`src/sv/cbhe_pkg.sv`:
```
// Shared types and constants of the cubic curve evaluator.
`timescale 1ns / 1ps

package cbhe_pkg;

  localparam int COORD_BITS      = 16;
  localparam int PARAM_FRAC_BITS = 16;

  // curve parameter, coefficient and Horner accumulator widths
  localparam int TW  = PARAM_FRAC_BITS + 1;
  localparam int KW  = COORD_BITS + 4;
  localparam int PW  = 3 * COORD_BITS;
  localparam int A1W = KW + PARAM_FRAC_BITS + 1;
  localparam int A2W = KW + 2 * PARAM_FRAC_BITS + 1;
  localparam int A3W = KW + 3 * PARAM_FRAC_BITS + 1;
  localparam int RW  = KW + 1;

  localparam int OUT_W       = 18;
  localparam int AXIS_W      = 2;
  localparam int TDATA_IN_W  = ((TW + 7) / 8) * 8;
  localparam int TDATA_OUT_W = ((OUT_W + 7) / 8) * 8;

  // APB register file
  localparam int DATA_W    = 64;
  localparam int REG_IDX_W = 3;
  localparam int ADDR_W    = REG_IDX_W + 3;

  localparam logic [REG_IDX_W-1:0] REG_POINT_ZERO  = 3'd0;
  localparam logic [REG_IDX_W-1:0] REG_POINT_ONE   = 3'd1;
  localparam logic [REG_IDX_W-1:0] REG_POINT_TWO   = 3'd2;
  localparam logic [REG_IDX_W-1:0] REG_POINT_THREE = 3'd3;
  localparam logic [REG_IDX_W-1:0] REG_CURVE_MODE  = 3'd4;

  localparam logic MODE_BEZIER  = 1'b0;
  localparam logic MODE_HERMITE = 1'b1;

  localparam logic [AXIS_W-1:0] AXIS_X    = 2'd0;
  localparam logic [AXIS_W-1:0] AXIS_Y    = 2'd1;
  localparam logic [AXIS_W-1:0] AXIS_Z    = 2'd2;
  localparam logic [AXIS_W-1:0] AXIS_NONE = 2'd3;

  typedef struct packed {
    logic [3:0][PW-1:0] pts;
    logic               mode;
  } cfg_t;

endpackage

```
`src/sv/cbhe_regs.sv`:
```
// APB register file holding the four control points and the curve mode.
`timescale 1ns / 1ps

module cbhe_regs (
  input  logic                         clk_i,
  input  logic                         rst_ni,
  input  logic                         psel_i,
  input  logic                         penable_i,
  input  logic                         pwrite_i,
  input  logic [cbhe_pkg::ADDR_W-1:0]  paddr_i,
  input  logic [cbhe_pkg::DATA_W-1:0]  pwdata_i,
  output logic [cbhe_pkg::DATA_W-1:0]  prdata_o,
  output logic                         pready_o,
  output cbhe_pkg::cfg_t               cfg_o
);

  logic [3:0][cbhe_pkg::PW-1:0]       pts_q;
  logic                               mode_q;
  logic [cbhe_pkg::REG_IDX_W-1:0]     idx;
  logic                               wr_en;

  assign pready_o = 1'b1;
  assign idx      = paddr_i[cbhe_pkg::ADDR_W-1:3];
  assign wr_en    = psel_i && penable_i && pwrite_i;

  always_ff @(posedge clk_i or negedge rst_ni) begin
    if (!rst_ni) begin
      pts_q  <= '0;
      mode_q <= cbhe_pkg::MODE_BEZIER;
    end else if (wr_en) begin
      unique case (idx)
        cbhe_pkg::REG_POINT_ZERO:  pts_q[0] <= pwdata_i[cbhe_pkg::PW-1:0];
        cbhe_pkg::REG_POINT_ONE:   pts_q[1] <= pwdata_i[cbhe_pkg::PW-1:0];
        cbhe_pkg::REG_POINT_TWO:   pts_q[2] <= pwdata_i[cbhe_pkg::PW-1:0];
        cbhe_pkg::REG_POINT_THREE: pts_q[3] <= pwdata_i[cbhe_pkg::PW-1:0];
        cbhe_pkg::REG_CURVE_MODE:  mode_q   <= pwdata_i[0];
        default: ;
      endcase
    end
  end

  always_comb begin
    prdata_o = '0;
    unique case (idx)
      cbhe_pkg::REG_POINT_ZERO:  prdata_o = cbhe_pkg::DATA_W'(pts_q[0]);
      cbhe_pkg::REG_POINT_ONE:   prdata_o = cbhe_pkg::DATA_W'(pts_q[1]);
      cbhe_pkg::REG_POINT_TWO:   prdata_o = cbhe_pkg::DATA_W'(pts_q[2]);
      cbhe_pkg::REG_POINT_THREE: prdata_o = cbhe_pkg::DATA_W'(pts_q[3]);
      cbhe_pkg::REG_CURVE_MODE:  prdata_o = cbhe_pkg::DATA_W'(mode_q);
      default:                   prdata_o = '0;
    endcase
  end

  assign cfg_o.pts  = pts_q;
  assign cfg_o.mode = mode_q;

endmodule

```
`config.mk`:
```
export PLATFORM = sky130hd
export DESIGN_NAME = cbhe_regs
export DESIGN_NICKNAME = d
export VERILOG_FILES = /design/src/sv/cbhe_pkg.sv /design/src/sv/cbhe_regs.sv
export SDC_FILE = /design/constraint.sdc
export NUM_CORES = 1
export LEC_CHECK = 0
export BUFFER_PORTS_ARGS = -buffer_cell sky130_fd_sc_hd__buf_2
export CELL_PAD_IN_SITES_DETAIL_PLACEMENT = 1
export CELL_PAD_IN_SITES_GLOBAL_PLACEMENT = 2
export CORE_ASPECT_RATIO = 1.2
export CORE_MARGIN = 3
export CORE_UTILIZATION = 33
export DETAILED_ROUTE_END_ITERATION = 12
export PLACE_DENSITY = 0.88
export SKIP_LAST_GASP = 1
export SYNTH_ARGS = -nofsm -noshare
export SYNTH_HDL_FRONTEND = slang
export SYNTH_SLANG_ARGS = --single-unit
```
`constraint.sdc`:
```
create_clock -name clk_i -period 2.5 [get_ports clk_i]
set_input_delay 0.5 -clock clk_i [delete_from_list [all_inputs] [get_ports clk_i]]
set_output_delay 0.5 -clock clk_i [all_outputs]
set_load 0.005 [all_outputs]
```
==> reports/results.txt <==
Status - completed
Clock-pin slew on the worst setup and hold paths - 0.07 ns
RSZ-0062 raised after global routing - false
CTS max path bufs - 2
Final Hold Viols - 0
Final Max Slew Viols - 0
Fmax - 0.4417 GHz
Root buffer cell - clkbuf_16
Largest net degree at the start of global routing - 64
Critical Path AT - 1.76 ns
Fin worst setup slack - 0.2358 ns
Die height - 185.9 um
Layout fillers - 2792
Synthesized cell area - 0.008902 mm2
Crit Path Class - input port to output port
Worst-Skew Late Latency - 0.43 ns
Max transition margin - 0.5982
Multi-input logic area - 0.003812 mm2
Fin crit period - 2.264 ns
Clock skew - 0 ns
CTS buffer count - 17
First-pass GRT wire length - 38630 um
Initial antenna violation count - 1
Mean Syn Cell Area - 16.13 um2
Leakage - 5.770 nW
Hold crit path type - input port to asynchronous set/reset pin
Resized cells post-CTS - 0
Critical-path maximum fanout - 21
CTS H-tree depth - 4
Worst vdd ir - 0.0004467 V
Initial DRT Pass Iterations - 4
Total global-route track usage - 0.1731
# DRC - 0
Critical Path Sink Type - output port
Final wirelength - 25370 um
Layout cell share with drive strength beyond 1 - 0.6876
Full die area - 0.02899 mm2
Crit share post-route - 0.9057
PwrDens - 802.2 mW/mm2
Warnings from Yosys - 0
Final Setup Violations - 0
Post-CTS Setup Bufs - 0
Worst slew pin tran - 0.6026 ns
Worst slack, placed - 0.2210 ns
Core Area - 0.02643 mm2
CP required - 2.00 ns
FF+latch area - 0.004830 mm2
Starting density of the core - 0.3368
Num ports - 333
CP Launch Type - input port
CTS sink cnt - 193
Vias in the first global route - 6413
Final RePlAce weighted congestion - 0.7724
Drt wl/cell - 21.20 um
Port bufs - 296
Grt ovf - 0
Synth cell types - 23
DPL Wire Length - 17920 um
Post-synthesis sequential area ratio - 0.5425
Die W - 155.9 um
Setup TNS - 0 ns
Final ANT Viol Nets - 0
Row Count - 65
Cts hold-fix bufs - 0
Final nets - 923
Area Growth Syn to Fin - 28.81%
DR vias - 5906
DR iter-0 viols - 176
Vias per cell - 4.934
Syn Inst Count - 552
Max_cap viols - 0
TritonCTS clock tree - yes
Seq cells post-synth - 193
-- through the flow --
stage | cells | hold WS [ns] | power [mW] | area, um2 | utilization
3_3_place_gp | 1164 | 0.5037 | 6.403 | 10860 | 0.4109
4_1_cts | 1196 | 0.06279 | 9.338 | 11460 | 0.4338
3_5_place_dp | 1164 | 0.5130 | 6.503 | 10860 | 0.4109
6_report | 1197 | 0.06015 | 9.199 | 11470 | 0.4338
5_1_grt | 1197 | 0.07348 | 9.711 | 11470 | 0.4338
2_1_floorplan | 567 | 0.2044 | 5.282 | 8959 | -
-- cell families after synthesis --
logic type | Yosys count | synth area share
other | 2 | 0.0008436
and+or+nand+nor | 58 | 0.04399
buffers and inverters | 55 | 0.03781
DFF | 193 | 0.5425
AOI/OAI and AO/OA | 3 | 0.002108
muxes | 241 | 0.3727
-- report_power, final --
part	switching [mW]	leakage, nW	total, mW	internal (mW)
Combinational	0.840	3.01	2.18	1.34
Clock	1.19	0.290	2.80	1.61
Sequential	0.485	2.47	4.22	3.74
-- final timing paths --
check,startpoint,end,slack (ns),cells past startpoint
setup / recovery,paddr_i[3],prdata_o[10],0.24,5
hold / removal,rst_ni,cfg_o[188],0.06,1
setup reg to reg,cfg_o[23],cfg_o[23],1.69,1
hold reg to reg,cfg_o[128],cfg_o[128],0.53,1
max in group asynchronous,rst_ni,cfg_o[76],1.75,2
min in group clk_i,pwdata_i[5],cfg_o[6],0.33,2
-- routing by layer --
metal | wire length (um) | GRT usage
met2 | 12980 | 0.2993
met1 | 10440 | 0.2143
met5 | 0 | 0
met4 | 388 | 0.04770
met3 | 1560 | 0.04628
-- critical path: stages --
cell and delay (ns):
buf_4 0.19, buf_12 0.22, mux4_2 0.52, nor2b_1 0.15, buf_2 0.14
-- registers in the layout, summed over array words and instances, names as in the netlist --
name	count
cfg_o	192
mode_q	1
-- final cells by class --
type / instances / area share
flip-flops and latches: 193 / 0.4212
multi-input cells: 319 / 0.3325
repair buffers: 317 / 0.1570
clock buffers: 25 / 0.04408
well taps: 335 / 0.03655
clock inverters: 7 / 0.008511
diodes: 1 / 0.0002182
-- placed cells by master (no fill, tap or decap) --
cell type,instances
buf_2,294
dfrtp_1,193
mux2_2,174
mux4_2,47
nor2b_1,47
mux2_4,20
conb_1,17
clkbuf_16,17
buf_12,12
buf_4,10
clkbuf_8,6
clkbuf_1,3
nand2_1,2
nor3b_4,2
bufinv_16,2
clkinvlp_4,2
diode_2,1
nand3b_1,1
o21a_1,1
nor3b_1,1
a21oi_1,1
o22ai_1,1
nand4b_4,1
or3_4,1
nor2_4,1
nand4_1,1
nor3_1,1
clkinv_2,1
clkinv_4,1
inv_6,1
-- synth_stat cells --
cell type	n	area (um2)
buf_4	22	165.2
nor3b_2	2	25.02
nor3b_1	1	7.510
dfrtp_1	193	4830
buf_2	20	100.1
nand2_1	2	7.510
buf_6	3	33.78
nor2b_1	47	294.0
nor3_1	1	5.000
nor2_1	1	3.750
o21a_1	1	7.510
nand4b_4	1	23.77
nand3b_1	1	7.510
or3_4	1	11.26
mux4_2	47	1059
clkbuf_1	9	33.78
a21oi_1	1	5.000
mux2_4	20	300.3
buf_1	1	3.750
conb_1	2	7.510
nand4_1	1	6.260
mux2_2	174	1959
o22ai_1	1	6.260
Note: power is estimated with default switching activity, not from simulation.
